<file path="src/fmr_pkg.sv">
`timescale 1ns / 1ps

package fmr_pkg;

  // Width of each operand field on the input word
  localparam int OperandWidth = 16;
  // Width of each reduced field on the output word
  localparam int ResultWidth = 32;
  localparam int DefaultOperandWidth = 16;
  localparam int DefaultProdWidth = 2 * OperandWidth;

  typedef struct packed {
    logic [OperandWidth-1:0] num_a;
    logic [OperandWidth-1:0] den_a;
    logic [OperandWidth-1:0] num_b;
    logic [OperandWidth-1:0] den_b;
  } in_t;

  typedef struct packed {
    logic [ResultWidth-1:0] num_out;
    logic [ResultWidth-1:0] den_out;
    logic                   zero_error;
  } out_t;

  typedef enum logic [2:0] {
    ST_IDLE,
    ST_MUL_NUM,
    ST_MUL_DEN,
    ST_START,
    ST_RUN,
    ST_PUSH
  } fmr_state_e;

  typedef enum logic [2:0] {
    EN_IDLE,
    EN_TWOS,
    EN_REDUCE,
    EN_DIV_NUM,
    EN_DIV_DEN,
    EN_DONE
  } fmr_eng_state_e;

endpackage

</file>
<file path="src/fmr_engine.sv">
`timescale 1ns / 1ps

module fmr_engine #(
  parameter int PROD_WIDTH = fmr_pkg::DefaultProdWidth
) (
  input  logic                  clk_i,
  input  logic                  rst_ni,
  input  logic                  start_i,
  input  logic [PROD_WIDTH-1:0] pn_i,
  input  logic [PROD_WIDTH-1:0] pd_i,
  output logic                  done_o,
  output logic [PROD_WIDTH-1:0] quo_num_o,
  output logic [PROD_WIDTH-1:0] quo_den_o
);

  localparam int CntW = $clog2(PROD_WIDTH);

  fmr_pkg::fmr_eng_state_e state_q, state_d;

  logic [PROD_WIDTH-1:0] a_q, a_d;
  logic [PROD_WIDTH-1:0] b_q, b_d;
  logic [PROD_WIDTH-1:0] rn_q, rn_d;
  logic [PROD_WIDTH-1:0] rd_q, rd_d;
  logic [PROD_WIDTH-1:0] rem_q, rem_d;
  logic [PROD_WIDTH-1:0] quo_q, quo_d;
  logic [PROD_WIDTH-1:0] qn_q, qn_d;
  logic [CntW-1:0]       cnt_q, cnt_d;

  logic                  a_gt_b;
  logic                  a_eq_b;
  logic                  both_even;
  logic                  div_last;
  logic [PROD_WIDTH:0]   sub_x;
  logic [PROD_WIDTH:0]   sub_y;
  logic [PROD_WIDTH:0]   diff;
  logic                  borrow;
  logic [PROD_WIDTH-1:0] step_rem;
  logic [PROD_WIDTH-1:0] step_quo;

  assign a_gt_b    = a_q > b_q;
  assign a_eq_b    = a_q == b_q;
  assign both_even = !a_q[0] && !b_q[0];
  assign div_last  = cnt_q == CntW'(PROD_WIDTH - 1);

  // Shared subtractor: larger minus smaller during gcd, trial subtract during divide
  always_comb begin
    sub_x = {rem_q, quo_q[PROD_WIDTH-1]};
    sub_y = {1'b0, a_q};
    if (state_q == fmr_pkg::EN_REDUCE) begin
      if (a_gt_b) begin
        sub_x = {1'b0, a_q};
        sub_y = {1'b0, b_q};
      end else begin
        sub_x = {1'b0, b_q};
        sub_y = {1'b0, a_q};
      end
    end
  end

  assign diff   = sub_x - sub_y;
  assign borrow = diff[PROD_WIDTH];

  always_comb begin
    if (!borrow) begin
      step_rem = diff[PROD_WIDTH-1:0];
      step_quo = {quo_q[PROD_WIDTH-2:0], 1'b1};
    end else begin
      step_rem = {rem_q[PROD_WIDTH-2:0], quo_q[PROD_WIDTH-1]};
      step_quo = {quo_q[PROD_WIDTH-2:0], 1'b0};
    end
  end

  // Next state
  always_comb begin
    state_d = state_q;
    case (state_q)
      fmr_pkg::EN_IDLE: begin
        if (start_i) state_d = fmr_pkg::EN_TWOS;
      end
      fmr_pkg::EN_TWOS: begin
        if (!both_even) state_d = fmr_pkg::EN_REDUCE;
      end
      fmr_pkg::EN_REDUCE: begin
        if (a_eq_b) state_d = fmr_pkg::EN_DIV_NUM;
      end
      fmr_pkg::EN_DIV_NUM: begin
        if (div_last) state_d = fmr_pkg::EN_DIV_DEN;
      end
      fmr_pkg::EN_DIV_DEN: begin
        if (div_last) state_d = fmr_pkg::EN_DONE;
      end
      fmr_pkg::EN_DONE: begin
        state_d = fmr_pkg::EN_IDLE;
      end
      default: begin
        state_d = fmr_pkg::EN_IDLE;
      end
    endcase
  end

  // Outputs
  always_comb begin
    done_o    = state_q == fmr_pkg::EN_DONE;
    quo_num_o = qn_q;
    quo_den_o = quo_q;
  end

  // Datapath
  always_comb begin
    a_d   = a_q;
    b_d   = b_q;
    rn_d  = rn_q;
    rd_d  = rd_q;
    rem_d = rem_q;
    quo_d = quo_q;
    qn_d  = qn_q;
    cnt_d = cnt_q;
    case (state_q)
      fmr_pkg::EN_IDLE: begin
        if (start_i) begin
          a_d = pn_i;
          b_d = pd_i;
        end
      end
      fmr_pkg::EN_TWOS: begin
        // Strip common powers of two from both products; the quotients stay exact
        if (both_even) begin
          a_d = a_q >> 1;
          b_d = b_q >> 1;
        end else begin
          rn_d = a_q;
          rd_d = b_q;
        end
      end
      fmr_pkg::EN_REDUCE: begin
        if (a_eq_b) begin
          quo_d = rn_q;
          rem_d = '0;
          cnt_d = '0;
        end else if (!a_q[0]) begin
          a_d = a_q >> 1;
        end else if (!b_q[0]) begin
          b_d = b_q >> 1;
        end else if (a_gt_b) begin
          a_d = diff[PROD_WIDTH-1:0];
        end else begin
          b_d = diff[PROD_WIDTH-1:0];
        end
      end
      fmr_pkg::EN_DIV_NUM: begin
        rem_d = step_rem;
        quo_d = step_quo;
        cnt_d = cnt_q + 1'b1;
        if (div_last) begin
          qn_d  = step_quo;
          quo_d = rd_q;
          rem_d = '0;
          cnt_d = '0;
        end
      end
      fmr_pkg::EN_DIV_DEN: begin
        rem_d = step_rem;
        quo_d = step_quo;
        cnt_d = cnt_q + 1'b1;
      end
      default: begin
      end
    endcase
  end

  always_ff @(posedge clk_i or negedge rst_ni) begin
    if (!rst_ni) begin
      state_q <= fmr_pkg::EN_IDLE;
    end else begin
      state_q <= state_d;
    end
  end

  always_ff @(posedge clk_i) begin
    a_q   <= a_d;
    b_q   <= b_d;
    rn_q  <= rn_d;
    rd_q  <= rd_d;
    rem_q <= rem_d;
    quo_q <= quo_d;
    qn_q  <= qn_d;
    cnt_q <= cnt_d;
  end

  a_start_idle: assert property (@(posedge clk_i) disable iff (!rst_ni)
    start_i |-> state_q == fmr_pkg::EN_IDLE)
    else $error("engine started while busy");

  a_gcd_nonzero: assert property (@(posedge clk_i) disable iff (!rst_ni)
    state_q == fmr_pkg::EN_REDUCE |-> (a_q != '0) && (b_q != '0))
    else $error("gcd operand reached zero");

  a_rem_bound: assert property (@(posedge clk_i) disable iff (!rst_ni)
    (state_q == fmr_pkg::EN_DIV_NUM || state_q == fmr_pkg::EN_DIV_DEN) |-> rem_q < a_q)
    else $error("partial remainder not below divisor");

endmodule

</file>
<file path="src/fraction_multiply_reduce.sv">
// Steps: numerator and denominator products on one multiplier, stripping of shared twos,
// binary gcd, then restoring division of both products, all on W = 2*min(OPERAND_WIDTH, 16)
// bit products, with the sequencer's control states around them.
// Throughput: one word at a time; the shared subtract unit sets the rate. A word with a
// zero operand skips multiply and engine. in_ready_o is low until the result is registered.
// Reset: rst_ni asynchronous, active low; clears sequencer and output valid, no clearing pass.
`timescale 1ns / 1ps

module fraction_multiply_reduce #(
  parameter int OPERAND_WIDTH = fmr_pkg::DefaultOperandWidth
) (
  input  logic           clk_i,
  input  logic           rst_ni,
  input  logic           in_valid_i,
  output logic           in_ready_o,
  input  fmr_pkg::in_t   in_i,
  output logic           out_valid_o,
  input  logic           out_ready_i,
  output fmr_pkg::out_t  out_o
);

  localparam int EffW  = (OPERAND_WIDTH < fmr_pkg::OperandWidth) ?
                         OPERAND_WIDTH : fmr_pkg::OperandWidth;
  localparam int ProdW = 2 * EffW;

  fmr_pkg::fmr_state_e state_q, state_d;

  logic [EffW-1:0]  na_q, da_q, nb_q, db_q;
  logic [ProdW-1:0] pn_q, pd_q;
  logic [ProdW-1:0] res_num_q, res_den_q;
  logic             res_err_q;
  logic             out_valid_q, out_valid_d;
  fmr_pkg::out_t    out_q;

  logic [EffW-1:0]  na_m, da_m, nb_m, db_m;
  logic             in_fire;
  logic             in_zero;
  logic             out_free;
  logic             out_load;
  logic             sel_den;
  logic             eng_start;
  logic             eng_done;
  logic [EffW-1:0]  mul_x, mul_y;
  logic [ProdW-1:0] mul_p;
  logic [ProdW-1:0] quo_num, quo_den;

  assign na_m = in_i.num_a[EffW-1:0];
  assign da_m = in_i.den_a[EffW-1:0];
  assign nb_m = in_i.num_b[EffW-1:0];
  assign db_m = in_i.den_b[EffW-1:0];

  assign in_fire  = in_valid_i && in_ready_o;
  assign in_zero  = (na_m == '0) || (da_m == '0) || (nb_m == '0) || (db_m == '0);
  assign out_free = !out_valid_q || out_ready_i;

  // One multiplier, used for the numerator product and then the denominator product
  assign mul_x = sel_den ? da_q : na_q;
  assign mul_y = sel_den ? db_q : nb_q;
  assign mul_p = ProdW'(mul_x) * ProdW'(mul_y);

  // Next state
  always_comb begin
    state_d = state_q;
    case (state_q)
      fmr_pkg::ST_IDLE: begin
        if (in_fire) state_d = in_zero ? fmr_pkg::ST_PUSH : fmr_pkg::ST_MUL_NUM;
      end
      fmr_pkg::ST_MUL_NUM: state_d = fmr_pkg::ST_MUL_DEN;
      fmr_pkg::ST_MUL_DEN: state_d = fmr_pkg::ST_START;
      fmr_pkg::ST_START:   state_d = fmr_pkg::ST_RUN;
      fmr_pkg::ST_RUN: begin
        if (eng_done) state_d = fmr_pkg::ST_PUSH;
      end
      fmr_pkg::ST_PUSH: begin
        if (out_free) state_d = fmr_pkg::ST_IDLE;
      end
      default: state_d = fmr_pkg::ST_IDLE;
    endcase
  end

  // Outputs of the sequencer
  always_comb begin
    in_ready_o = state_q == fmr_pkg::ST_IDLE;
    sel_den    = state_q == fmr_pkg::ST_MUL_DEN;
    eng_start  = state_q == fmr_pkg::ST_START;
    out_load   = (state_q == fmr_pkg::ST_PUSH) && out_free;
  end

  fmr_engine #(
    .PROD_WIDTH(ProdW)
  ) u_engine (
    .clk_i     (clk_i),
    .rst_ni    (rst_ni),
    .start_i   (eng_start),
    .pn_i      (pn_q),
    .pd_i      (pd_q),
    .done_o    (eng_done),
    .quo_num_o (quo_num),
    .quo_den_o (quo_den)
  );

  always_comb begin
    out_valid_d = out_valid_q;
    if (out_load) begin
      out_valid_d = 1'b1;
    end else if (out_ready_i) begin
      out_valid_d = 1'b0;
    end
  end

  always_ff @(posedge clk_i or negedge rst_ni) begin
    if (!rst_ni) begin
      state_q     <= fmr_pkg::ST_IDLE;
      out_valid_q <= 1'b0;
    end else begin
      state_q     <= state_d;
      out_valid_q <= out_valid_d;
    end
  end

  always_ff @(posedge clk_i) begin
    if (in_fire) begin
      na_q      <= na_m;
      da_q      <= da_m;
      nb_q      <= nb_m;
      db_q      <= db_m;
      res_num_q <= '0;
      res_den_q <= '0;
      res_err_q <= in_zero;
    end
    if (state_q == fmr_pkg::ST_MUL_NUM) pn_q <= mul_p;
    if (state_q == fmr_pkg::ST_MUL_DEN) pd_q <= mul_p;
    if ((state_q == fmr_pkg::ST_RUN) && eng_done) begin
      res_num_q <= quo_num;
      res_den_q <= quo_den;
    end
    if (out_load) begin
      out_q.num_out    <= fmr_pkg::ResultWidth'(res_num_q);
      out_q.den_out    <= fmr_pkg::ResultWidth'(res_den_q);
      out_q.zero_error <= res_err_q;
    end
  end

  assign out_valid_o = out_valid_q;
  assign out_o       = out_q;

  a_zero_skips: assert property (@(posedge clk_i) disable iff (!rst_ni)
    in_fire && in_zero |=> state_q == fmr_pkg::ST_PUSH && res_err_q)
    else $error("zero operand did not bypass the engine");

  a_err_zeros: assert property (@(posedge clk_i) disable iff (!rst_ni)
    out_valid_o && out_o.zero_error |-> out_o.num_out == '0 && out_o.den_out == '0)
    else $error("error word carries a nonzero fraction");

  a_den_nonzero: assert property (@(posedge clk_i) disable iff (!rst_ni)
    out_valid_o && !out_o.zero_error |-> out_o.den_out != '0)
    else $error("reduced denominator is zero");

endmodule
</file>
<file path="config.mk">
export PLATFORM = sky130hd
export DESIGN_NAME = fraction_multiply_reduce
export DESIGN_NICKNAME = d
export VERILOG_FILES = /design/src/fmr_pkg.sv /design/src/fmr_engine.sv /design/src/fraction_multiply_reduce.sv
export SDC_FILE = /design/constraint.sdc
export NUM_CORES = 1
export LEC_CHECK = 0
export BUFFER_PORTS_ARGS = -buffer_cell sky130_fd_sc_hd__buf_2
export CAP_MARGIN = 20
export CORE_ASPECT_RATIO = 1.4
export CORE_MARGIN = 4
export CORE_UTILIZATION = 50
export CTS_CLUSTER_SIZE = 40
export DETAILED_ROUTE_END_ITERATION = 10
export GPL_ROUTABILITY_DRIVEN = 0
export PLACE_DENSITY = 0.67
export SYNTH_ARGS = -nofsm -noshare
export SYNTH_HDL_FRONTEND = slang
export SYNTH_SLANG_ARGS = --single-unit
</file>
<file path="constraint.sdc">
create_clock -name clk_i -period 10.3 [get_ports clk_i]
set_clock_uncertainty 0.1 [all_clocks]
set_input_delay 0.515 -clock clk_i [delete_from_list [all_inputs] [get_ports clk_i]]
set_output_delay 0.515 -clock clk_i [all_outputs]
set_load 0.01 [all_outputs]
</file>
==> flow_metrics.py <==
metrics = {
    "outcome": {
        "status": "finished, final reports clean",
    },
    "finish": {
        "nets": 3047,
        "fillCellCount": 4955,
        "n_antenna_cell": 0,
        "ff_latch_area_sq_um": 14800,
        "drive_above_1_share": 0.121,
        "multi_input_area_sq_um": 13900,
        "areaGrowthSynthToFinish_pct": 10.2,
    },
    "critical_path": {
        "crit_path_start_kind": "flop",
        "cpPeakStageDelay_ns": 0.98,
        "cp_slowest_cell": "mux2i_1",
        "crit_type": "flop to flop",
        "reg2reg_to": "pd_q[31]",
        "reg2reg_depth": 22,
        "worst-r2r-setup-slack_ns": 1.87,
        "worstSetupEndpointType": "flop",
        "reg2reg_from": "state_q[0]",
        "worstPathArrival_ns": 8.71,
        "path_common_cell": "fa_1",
        "crit_required_ns": 10.58,
        "path_buf_inv": 3,
        "cp_max_fo": 93,
        "critPathTopFamily": "adder cells",
        "crit_chain": "nor3b_2 > buf_12 > mux2i_1 > nor2_1 > fa_1 > inv_1 > fa_1 > inv_1 > fa_1 > fa_1 > fa_1 > fa_1 > ha_1 > a21o_1 > a21o_1 > a2111oi_2 > o22ai_1 > o211ai_1 > a31oi_1 > nor2_1 > nor4b_1 > nor3_1",
    },
    "sta": {
        "tns_ns": 0,
        "hold_violations": 0,
        "layout_min_cycle_time_ns": 8.43,
        "setup_viol": 0,
        "fin_crit_sh": 0.819,
        "fmax_mhz": 119,
        "drv_slew": 0,
        "slew_headroom": 0.208,
        "worst_pin_slew_ns": 1.15,
        "grt_setup_unrepaired": "no",
    },
    "synth": {
        "syn-num-nets": 2926,
        "yosys.area.top_type_share": 0.485,
        "synth_top_flop_cell": "edfxtp_1",
        "synth_seq_area_share": 0.491,
        "yosysTopAreaCell": "edfxtp_1",
        "yosysWarnings": 0,
        "synthMostInstantiatedCell": "edfxtp_1",
        "synth_edf_count": 487,
        "ys_ff_latch": 494,
        "syn_area_sq_um": 30100,
        "syn_inst": 2492,
        "synth_area_per_cell_sq_um": 12.1,
        "async_flop_share": 0.0142,
        "synth_cell_types": 69,
        "synthTopCellsByArea": "edfxtp_1, fa_1, ha_1, inv_1, mux2i_1",
        "ys_top_cells_by_count": "edfxtp_1, inv_1, nand2_1, fa_1, ha_1",
    },
    "clocking": {
        "cts_buffer_depth": 3,
        "cts_sinks": 494,
        "post_cts_resize_count": 0,
        "cts_tree": "yes",
        "cts-htree-levels": 2,
        "cts_made_buffers": 47,
        "insertion_delay_ns": 0.58,
        "clockRootBuffer": "clkbuf_16",
        "clk_pin_slew_ns": 0.07,
    },
    "global_route": {
        "grt_util_met3": 0.0282,
        "busiest_layer": "met2",
        "grt_overflow_total": 0,
        "grt_pass1_wl_mm": 109,
        "use_met2": 0.386,
        "antenna_found_initial": 1,
        "grt_max_degree": 94,
        "use_met1": 0.242,
        "track_usage": 0.211,
        "first_global_vias": 20800,
    },
    "floorplan": {
        "rows": 106,
        "coreArea_sq_um": 59700,
        "die_y_um": 299,
        "initial_utilization": 0.505,
        "boundaryPins": 135,
        "die_area_sq_um": 64300,
        "fp.dieW_um": 216,
    },
    "min_path": {
        "hp-start": "in_i[3]",
        "holdPathStages": 1,
        "holdCritPathClass": "primary input to flop",
        "hold_end": "db_q[3]",
    },
    "place": {
        "port_buffers": 134,
        "dp_hpwl_mm": 50.3,
    },
    "drt": {
        "via_count": 19700,
        "ant_nets": 0,
        "wl_per_cell_um": 20.1,
        "vias_per_cell": 5.78,
        "drc": 0,
        "drt_iter0_drc": 1707,
        "wl_mm": 68.3,
        "drt_first_pass_iters": 7,
    },
    "flow_run": {
        "maxCapViolCount": 0,
    },
}
==> worst max path at each step <==
stage,end,cells after the start,startpoint,slack [ns]
floorplan,pd_q[29],26,state_q[0],2.65
global placement,pd_q[29],22,state_q[0],2.24
detailed placement,pn_q[31],21,state_q[0],1.99
CTS,pn_q[31],21,state_q[0],1.98
global route,pn_q[31],22,state_q[0],1.43
finish,pd_q[31],22,state_q[0],1.87
==> area by class of cell <==
type	instances	share of cell area
clock buffers	54	0.0362
clock inverters	31	0.00795
inverters	297	0.0336
multi-input cells	1602	0.418
flip-flops and latches	494	0.446
well taps	756	0.0285
repair buffers	171	0.0301
==> registers in the layout, indices dropped and copies added (netlist names) <==
| register | flops |
|---|---|
| da_q | 16 |
| db_q | 16 |
| na_q | 16 |
| nb_q | 16 |
| out_o | 65 |
| out_valid_o | 1 |
| pd_q | 32 |
| pn_q | 32 |
| res_den_q | 32 |
| res_err_q | 1 |
| res_num_q | 32 |
| state_q | 3 |
| u_engine.a_q | 32 |
| u_engine.b_q | 32 |
| u_engine.cnt_q | 5 |
| u_engine.quo_den_o | 32 |
| u_engine.quo_num_o | 32 |
| u_engine.rd_q | 32 |
| u_engine.rem_q | 32 |
| u_engine.rn_q | 32 |
| u_engine.state_q | 3 |
==> cell usage in the layout, fill, tap and decap left out, types with 34 or more instances in the layout <==
master	count
buf_2	134
fa_1	195
nand2_1	208
o31ai_1	34
a22oi_1	62
inv_1	297
clkbuf_16	47
a21oi_1	72
nor2_1	154
mux2i_1	94
a21o_1	53
o21ai_0	95
nand3_1	40
edfxtp_1	487
ha_1	171
and2_1	71
==> stage by stage <==
stage / cells / setup slack, ns / hold slack, ns / area, sq um / util
2_1_floorplan: 2492 / 2.65 / 0.119 / 30100 / -
3_3_place_gp: 3308 / 2.24 / 0.260 / 31600 / 0.530
3_5_place_dp: 3308 / 1.99 / 0.262 / 31600 / 0.530
4_1_cts: 3404 / 1.98 / 0.000115 / 33200 / 0.556
5_1_grt: 3405 / 1.43 / 0.0112 / 33200 / 0.556
6_report: 3405 / 1.87 / 0.0314 / 33200 / 0.556
==> timing repair <==
action,in CTS,in global routing
hold endpoints to repair,17,0
hold buffers,11,0
setup buffers,0,0
==> cells by family (layout without fill, tap and decap cells) <==
kind of cell	Yosys count	after routing	share of synthesized area
simple gates	594	594	0.0916
buf+inv	396	553	0.0523
flops	494	494	0.491
compound gates	462	462	0.106
xor+xnor	54	54	0.0159
mux	126	126	0.0431
fa+ha+maj	366	366	0.200
==> metal layers <==
metal | part of all wire | wire length (um) | up-vias
li1 | - | - | 9075
met1 | 0.37 | 25100 | 9600
met2 | 0.52 | 35400 | 796
met3 | 0.061 | 4160 | 226
met4 | 0.053 | 3640 | 0
met5 | 0 | 0 | -
Power is not shown: default switching activity piles up to over one toggle a cycle in this logic, so the estimate is an artifact.
